==> src/rtl/core/pcxrle_pkg.sv <==
// Shared types and constants for the PCX run-length pixel decoder.
`default_nettype none

package pcxrle_pkg;

	// Width of the pixel_total register and its reset value
	localparam int unsigned TOTAL_W = 20;
	localparam logic [TOTAL_W-1:0] PIXEL_TOTAL_RESET = TOTAL_W'(64000);

	// Configuration register byte addresses
	localparam logic [1:0] ADDR_PIXEL_TOTAL = 2'd0;

	// Run header marker and count field
	localparam logic [7:0] RUN_MARK       = 8'hC0;
	localparam logic [7:0] RUN_COUNT_MASK = 8'h3F;

	// One classified byte waiting between front and back
	typedef struct packed {
		logic [7:0] data;
		logic       sof;
		logic       is_hdr;
	} pcxrle_item_t;

	// Back-end status seen by the top-level checks
	typedef struct packed {
		logic       emitting;
		logic [5:0] left;
		logic       pop;
	} pcxrle_status_t;

endpackage

`default_nettype wire

==> src/rtl/core/pcx_rle_pixel_decoder_core.sv <==
// PCX 8-bit run-length decoder: each input byte gives zero or more pixels, one
// per cycle at the output register while out_stall is low. A literal byte gives
// one pixel; a run header gives none; the byte after it gives its clipped run
// count of pixels, so a run holds the back end while it drains. The rate is set
// by the single pixel output register. A two-entry queue sits between the byte
// classifier and the decoder, so input beats keep arriving while a run drains
// until the queue is full. pixel_total lives at byte address 0 and is compared
// against the pixel counter on every byte; once the count reaches it, bytes are
// dropped until start_of_image is set.
`default_nettype none

module pcx_rle_pixel_decoder_core
	import pcxrle_pkg::*;
#(
	parameter int unsigned INDEX_BITS = 20
) (
	input  wire logic                  clk,
	input  wire logic                  arst_n,
	input  wire logic                  psel,
	input  wire logic                  penable,
	input  wire logic                  pwrite,
	input  wire logic [1:0]            paddr,
	input  wire logic [31:0]           pwdata,
	output logic [31:0]                prdata,
	output logic                       pready,
	input  wire logic                  in_valid,
	output logic                       in_stall,
	input  wire logic [7:0]            data_byte,
	input  wire logic                  start_of_image,
	output logic                       out_valid,
	input  wire logic                  out_stall,
	output logic [7:0]                 pixel_value,
	output logic [INDEX_BITS-1:0]      pixel_index,
	output logic                       last_of_run,
	output logic                       image_done
);

	logic [TOTAL_W-1:0] pixel_total_q;
	logic               q_valid;
	pcxrle_item_t       q_item;
	logic               q_pop;
	pcxrle_status_t     status;

	// Register port
	assign pready = 1'b1;
	assign prdata = (paddr == ADDR_PIXEL_TOTAL) ? 32'(pixel_total_q) : 32'd0;

	always_ff @(posedge clk or negedge arst_n) begin
		if (!arst_n) begin
			pixel_total_q <= PIXEL_TOTAL_RESET;
		end else if (psel && penable && pwrite && pready && (paddr == ADDR_PIXEL_TOTAL)) begin
			pixel_total_q <= pwdata[TOTAL_W-1:0];
		end
	end

	pcxrle_front u_front (
		.clk            (clk),
		.arst_n         (arst_n),
		.in_valid       (in_valid),
		.in_stall       (in_stall),
		.data_byte      (data_byte),
		.start_of_image (start_of_image),
		.q_valid        (q_valid),
		.q_item         (q_item),
		.q_pop          (q_pop)
	);

	pcxrle_back #(
		.INDEX_BITS (INDEX_BITS)
	) u_back (
		.clk         (clk),
		.arst_n      (arst_n),
		.pixel_total (pixel_total_q),
		.q_valid     (q_valid),
		.q_item      (q_item),
		.q_pop       (q_pop),
		.out_valid   (out_valid),
		.out_stall   (out_stall),
		.pixel_value (pixel_value),
		.pixel_index (pixel_index),
		.last_of_run (last_of_run),
		.image_done  (image_done),
		.status      (status)
	);

	// The final pixel of an image always closes the byte's pixels
	a_done_is_last: assert property (@(posedge clk) disable iff (!arst_n)
		out_valid && image_done |-> last_of_run)
		else $error("image_done without last_of_run");

	// A draining run always has pixels left
	a_emit_left: assert property (@(posedge clk) disable iff (!arst_n)
		status.emitting |-> (status.left != 6'd0))
		else $error("run drain with no pixels left");

	// No byte leaves the queue while a run drains
	a_no_pop_in_run: assert property (@(posedge clk) disable iff (!arst_n)
		status.emitting |-> !status.pop)
		else $error("queue pop during run drain");

endmodule

`default_nettype wire

==> src/rtl/core/pcxrle_front.sv <==
// Front end: accepts input beats, classifies each byte and queues it.
`default_nettype none

module pcxrle_front
	import pcxrle_pkg::*;
(
	input  wire logic         clk,
	input  wire logic         arst_n,
	input  wire logic         in_valid,
	output logic              in_stall,
	input  wire logic [7:0]   data_byte,
	input  wire logic         start_of_image,
	output logic              q_valid,
	output pcxrle_item_t      q_item,
	input  wire logic         q_pop
);

	pcxrle_item_t entry_q [2];
	logic         wr_ptr_q;
	logic         rd_ptr_q;
	logic [1:0]   count_q;
	logic         push;
	pcxrle_item_t new_item;

	// Classify the incoming byte
	always_comb begin
		new_item.data   = data_byte;
		new_item.sof    = start_of_image;
		new_item.is_hdr = ((data_byte & RUN_MARK) == RUN_MARK);
	end

	assign in_stall = (count_q == 2'd2);
	assign push     = in_valid && !in_stall;
	assign q_valid  = (count_q != 2'd0);
	assign q_item   = entry_q[rd_ptr_q];

	// Advance pointers and occupancy
	always_ff @(posedge clk or negedge arst_n) begin
		if (!arst_n) begin
			wr_ptr_q <= 1'b0;
			rd_ptr_q <= 1'b0;
			count_q  <= 2'd0;
		end else begin
			if (push)
				wr_ptr_q <= !wr_ptr_q;
			if (q_pop)
				rd_ptr_q <= !rd_ptr_q;
			case ({push, q_pop})
				2'b10:   count_q <= count_q + 2'd1;
				2'b01:   count_q <= count_q - 2'd1;
				default: count_q <= count_q;
			endcase
		end
	end

	// Store the classified byte
	always_ff @(posedge clk) begin
		if (push)
			entry_q[wr_ptr_q] <= new_item;
	end

endmodule

`default_nettype wire

==> src/rtl/core/pcxrle_back.sv <==
// Back end: runs the decode state and emits one pixel beat per cycle while the output is not stalled.
`default_nettype none

module pcxrle_back
	import pcxrle_pkg::*;
#(
	parameter int unsigned INDEX_BITS = 20
) (
	input  wire logic                  clk,
	input  wire logic                  arst_n,
	input  wire logic [TOTAL_W-1:0]    pixel_total,
	input  wire logic                  q_valid,
	input  wire pcxrle_item_t          q_item,
	output logic                       q_pop,
	output logic                       out_valid,
	input  wire logic                  out_stall,
	output logic [7:0]                 pixel_value,
	output logic [INDEX_BITS-1:0]      pixel_index,
	output logic                       last_of_run,
	output logic                       image_done,
	output pcxrle_status_t             status
);

	localparam int unsigned CW = (INDEX_BITS > TOTAL_W) ? INDEX_BITS : TOTAL_W;

	typedef enum logic [1:0] {
		ST_IDLE = 2'b01,
		ST_EMIT = 2'b10
	} state_t;

	state_t                state_q, state_d;
	logic                  pend_q, pend_d;
	logic [5:0]            len_q, len_d;
	logic [INDEX_BITS-1:0] pw_q, pw_d;
	logic [5:0]            left_q, left_d;
	logic [7:0]            val_q, val_d;

	logic                  slot_free;
	logic                  eff_pend;
	logic [5:0]            eff_len;
	logic [INDEX_BITS-1:0] eff_pw;
	logic [INDEX_BITS-1:0] cur_pw;
	logic [CW-1:0]         pw_ext, total_ext, rem;
	logic                  complete;
	logic [5:0]            run_cnt, cnt;
	logic                  emit;
	logic [7:0]            emit_val;
	logic                  emit_last;
	logic                  emit_done;

	assign slot_free = !out_valid || !out_stall;

	// Apply start of image before the byte is handled
	assign eff_pend = q_item.sof ? 1'b0 : pend_q;
	assign eff_len  = q_item.sof ? 6'd0 : len_q;
	assign eff_pw   = q_item.sof ? '0 : pw_q;

	// Pixel counter in use this cycle and the room left in the image
	assign cur_pw    = (state_q == ST_EMIT) ? pw_q : eff_pw;
	assign pw_ext    = CW'(cur_pw);
	assign total_ext = CW'(pixel_total);
	assign complete  = (pw_ext >= total_ext);
	assign rem       = total_ext - pw_ext;

	// Clip a run to what remains
	assign run_cnt = ((rem[CW-1:6] == '0) && (rem[5:0] < eff_len)) ? rem[5:0] : eff_len;

	assign emit_done = ((CW+1)'(pw_ext) + (CW+1)'(1)) == (CW+1)'(total_ext);

	// Decode step
	always_comb begin
		state_d   = state_q;
		pend_d    = pend_q;
		len_d     = len_q;
		pw_d      = pw_q;
		left_d    = left_q;
		val_d     = val_q;
		q_pop     = 1'b0;
		emit      = 1'b0;
		emit_val  = q_item.data;
		emit_last = 1'b0;
		cnt       = 6'd0;
		case (state_q)
			ST_IDLE: begin
				if (q_valid && slot_free) begin
					q_pop  = 1'b1;
					pend_d = eff_pend;
					len_d  = eff_len;
					pw_d   = eff_pw;
					if (!complete) begin
						if (eff_pend) begin
							pend_d = 1'b0;
							len_d  = 6'd0;
							cnt    = run_cnt;
						end else if (q_item.is_hdr) begin
							pend_d = 1'b1;
							len_d  = q_item.data[5:0] & RUN_COUNT_MASK[5:0];
						end else begin
							cnt = 6'd1;
						end
						// Emit the first pixel now, hold the rest of the run
						if (cnt != 6'd0) begin
							emit      = 1'b1;
							emit_last = (cnt == 6'd1);
							pw_d      = eff_pw + INDEX_BITS'(1);
							if (cnt != 6'd1) begin
								state_d = ST_EMIT;
								left_d  = cnt - 6'd1;
								val_d   = q_item.data;
							end
						end
					end
				end
			end
			ST_EMIT: begin
				emit_val = val_q;
				if (slot_free) begin
					emit      = 1'b1;
					emit_last = (left_q == 6'd1);
					pw_d      = pw_q + INDEX_BITS'(1);
					left_d    = left_q - 6'd1;
					if (left_q == 6'd1)
						state_d = ST_IDLE;
				end
			end
			default: begin
				state_d = ST_IDLE;
			end
		endcase
	end

	// Control state
	always_ff @(posedge clk or negedge arst_n) begin
		if (!arst_n) begin
			state_q   <= ST_IDLE;
			pend_q    <= 1'b0;
			len_q     <= 6'd0;
			pw_q      <= '0;
			left_q    <= 6'd0;
			out_valid <= 1'b0;
		end else begin
			state_q <= state_d;
			pend_q  <= pend_d;
			len_q   <= len_d;
			pw_q    <= pw_d;
			left_q  <= left_d;
			if (slot_free)
				out_valid <= emit;
		end
	end

	// Output register and run value
	always_ff @(posedge clk) begin
		val_q <= val_d;
		if (emit) begin
			pixel_value <= emit_val;
			pixel_index <= cur_pw;
			last_of_run <= emit_last;
			image_done  <= emit_done;
		end
	end

	assign status.emitting = (state_q == ST_EMIT);
	assign status.left     = left_q;
	assign status.pop      = q_pop;

endmodule

`default_nettype wire

==> config.mk <==
export PLATFORM = sky130hd
export DESIGN_NAME = pcx_rle_pixel_decoder_core
export DESIGN_NICKNAME = d
export VERILOG_FILES = /design/src/rtl/core/pcxrle_pkg.sv /design/src/rtl/core/pcx_rle_pixel_decoder_core.sv /design/src/rtl/core/pcxrle_front.sv /design/src/rtl/core/pcxrle_back.sv
export SDC_FILE = /design/constraint.sdc
export NUM_CORES = 1
export LEC_CHECK = 0
export BUFFER_PORTS_ARGS = -buffer_cell sky130_fd_sc_hd__buf_2
export CORE_ASPECT_RATIO = 0.8
export CORE_UTILIZATION = 63
export DETAILED_ROUTE_END_ITERATION = 16
export GPL_TIMING_DRIVEN = 0
export PLACE_DENSITY = 0.82
export SETUP_SLACK_MARGIN = 0.1
export SLEW_MARGIN = 5
export SYNTH_ARGS = -nofsm -noshare
export SYNTH_HDL_FRONTEND = slang
export SYNTH_SLANG_ARGS = --single-unit
==> constraint.sdc <==
create_clock -name clk -period 17.45 [get_ports clk]
set_input_delay 5.235 -clock clk [delete_from_list [all_inputs] [get_ports clk]]
set_output_delay 5.235 -clock clk [all_outputs]
set_load 0.02 [all_outputs]
==> reports/metrics.cfg <==
[status]
status=complete, no violations

[routing]
postRouteAntennaNets=0
dr_total_vias=7813
dr.pass1.iters=5
drc=0
wl_per_cell_um=19.4
drt-total-wl_um=23500
vias_per_cell=6.44
detail_route.iter0.violations=986

[power_and_ir_drop]
clkPwrFrac=0.203
power_frac_seq=0.263
p_per_area_mw_per_mm2=184
vdd_drop_max_mv=0.129
p_sw_mw=0.812
power.leakage_nw=4.01
pwr-share-comb=0.534
cell_internal_pwr_mw=0.934
swShare=0.465

[synthesis]
avgSynthCellArea_um2=8.98
synth.ff_latch_count=118
yosysMostFrequentCell=nand2_1
synth-main-ff-cell=edfxtp_1
synth-edff-count=58
synth.largest_area_cell=edfxtp_1
synth_top_area_share=0.213
synth_area_mm2=0.00817
synth_area_leaders=edfxtp_1, dfrtp_1, nand2_1
ys_seq_area_frac=0.398
yosysUniqueCellTypes=86
async_reset_ff_frac=0.508
synthCells=910
yosysWarnings=0
synthTopCellsByCount=nand2_1, o21ai_0, nor2_1

[clocking]
clockBufferDepth=2
clock_sinks=118
cts-resized-gates=0
root_buffer=clkbuf_16
cts_made_buffers=17
clock_latency_ns=0.42
hold_buffers=0
cts_tree=yes
cts_max_level=4
clk_pin_slew_ns=0.06
post_cts_buffers=0

[floorplan]
core-area_mm2=0.0124
die_w_um=129
rows=36
die_h_um=104
ios=115
initial_core_util=0.660
die-area_mm2=0.0134

[global_routing]
grt_pass1_wl_um=36900
antenna_found_initial=0
track_usage=0.361
grt_max_degree=61
grt-ovfl-total=0
grt_pass1_vias=6939

[sta]
finalCriticalPeriod_ns=11.78
tightest_slew_ns=1.06
setup_slack_ns=5.67
rsz0062_at_grt=no
slew_viol_final=0
setup_viol=0
fin_crit_sh=0.675
max_slew_margin=0.288
fin_tns_setup_ns=0
fin_worst_skew_ns=0.00921
hold_violations=0
fmax_mhz=84.9

[placed_design]
post_dp_cell_area_mm2=0.00891
place_ws_ns=5.70
place_congestion=1.00
hpwl_um=17300
portBuffers=89

[worst_setup_path]
crit_slowest_cell=nor2_1
cp_top_family=simple AND/OR/NAND/NOR gates
worst_setup_path_end_kind=output port
slowest_delay_ns=0.49
critPathMaxFanout=10
worstPathArrival_ns=6.54
path_class=in -> out
crit_buf_inv=3
cp-start-kind=input port
cpMostUsedCell=buf_2
required_ns=12.21
path_cells=buf_2, nor2_1, clkbuf_1, and2_1, buf_2

[finish]
drive_gt1_frac=0.199
stdcell_area_mm2=0.00951
nFillCells=882
num_antenna_cells=0
final_nets=1112
regArea_mm2=0.00325
multi_input_area_mm2=0.00450
area_delta_synth_final_pct=16.3

[flow_run]
maxCapViolCount=0

[hold_path]
hp-class=reg -> reg

-- cell type report --
cell class              instances  area share
multi-input cells             694       0.474
well taps                     171      0.0225
plain buffers                  60      0.0300
clock inverters                14      0.0172
repair buffers                 90      0.0500
inverters                      49      0.0193
clock buffers                  18      0.0451
flip-flops and latches        118       0.342
-- through the flow --
stage                     std cells  hold slack (ns)   util  total power [mW]
after floorplan                 921            0.461      -              1.09
after global placement         1181            0.478  0.716              1.33
after detailed placement       1182            0.491  0.720              1.35
after CTS                      1214            0.503  0.767              1.71
after global routing           1214            0.520  0.767              1.84
final                          1214            0.504  0.767              1.75
-- flip-flops by register name (all words and copies together) (netlist names), 2 cells and up --
name and cells:
u_back.val_q 8, u_back.pw_q 20, u_back.pixel_value 8, u_back.left_q 6
u_front.entry_q 20, u_back.pixel_index 20, pixel_total_q 20, u_back.len_q 6
u_front.count_q 2, u_back.state_q 2
-- worst register-to-register path, delay by kind of cell (launching register included) --
family / cells / cell delay (ns)
muxes: 1 / 0.20
adders and majority gates: 5 / 1.34
and+or+nand+nor: 10 / 2.55
DFF: 1 / 0.37
buffers and inverters: 6 / 1.43
xor gates and xnor gates: 1 / 0.36
AOI/OAI and AO/OA: 8 / 2.52
-- final timing paths --
path                                          startpoint  slack [ns]                           end  cells past startpoint
max                                             paddr[1]        5.67                    prdata[15]                      5
min                         u_front.wr_ptr_q$_DFFE_PN0P_        0.50  u_front.wr_ptr_q$_DFFE_PN0P_                      1
max reg2reg                u_back.state_q[0]$_DFFE_PN1P_        8.32     u_back.val_q[5]$_DFFE_PP_                     31
min reg2reg                 u_front.wr_ptr_q$_DFFE_PN0P_        0.50  u_front.wr_ptr_q$_DFFE_PN0P_                      1
max in group asynchronous                         arst_n       11.96  u_back.left_q[0]$_DFFE_PN0P_                      1
min in group asynchronous                         arst_n        4.91  pixel_total_q[7]$_DFFE_PN0P_                      1
-- power by group through the flow --
stage	sequential (mW)	clock [mW]	combinational, mW
2_1_floorplan	0.470	0	0.623
3_5_place_dp	0.459	0	0.891
5_1_grt	0.466	0.367	1.01
3_3_place_gp	0.460	0	0.868
6_report	0.459	0.355	0.933
4_1_cts	0.455	0.354	0.902
-- cell usage in the layout (no fill, tap or decap), types with 28 or more instances in the layout --
cell type,count
clkbuf_1,42
mux2_2,36
o21ai_0,63
edfxtp_1,58
a21oi_1,54
xnor2_1,28
nor2_1,60
nand2_1,112
ha_1,32
inv_1,48
buf_2,91
nor3_1,30
dfrtp_1,53
-- kinds of logic after synthesis --
group,Yosys count,synth area share
AO/OA/AOI/OAI,224,0.178
flip-flops,118,0.398
XOR/XNOR,45,0.0482
other,2,0.000919
multiplexers,47,0.0658
AND/OR/NAND/NOR,333,0.203
adder cells (fa/ha/maj),32,0.0490
buffers and inverters,109,0.0574
-- metal layers --
layer	global-route usage	routed length, um	share of wire
met1	0.535	9900	0.42
met2	0.511	9860	0.42
met3	0.114	3250	0.14
met4	0.0849	540	0.023
met5	0	0	0
No activity file was read; power rests on OpenSTA's default activity.
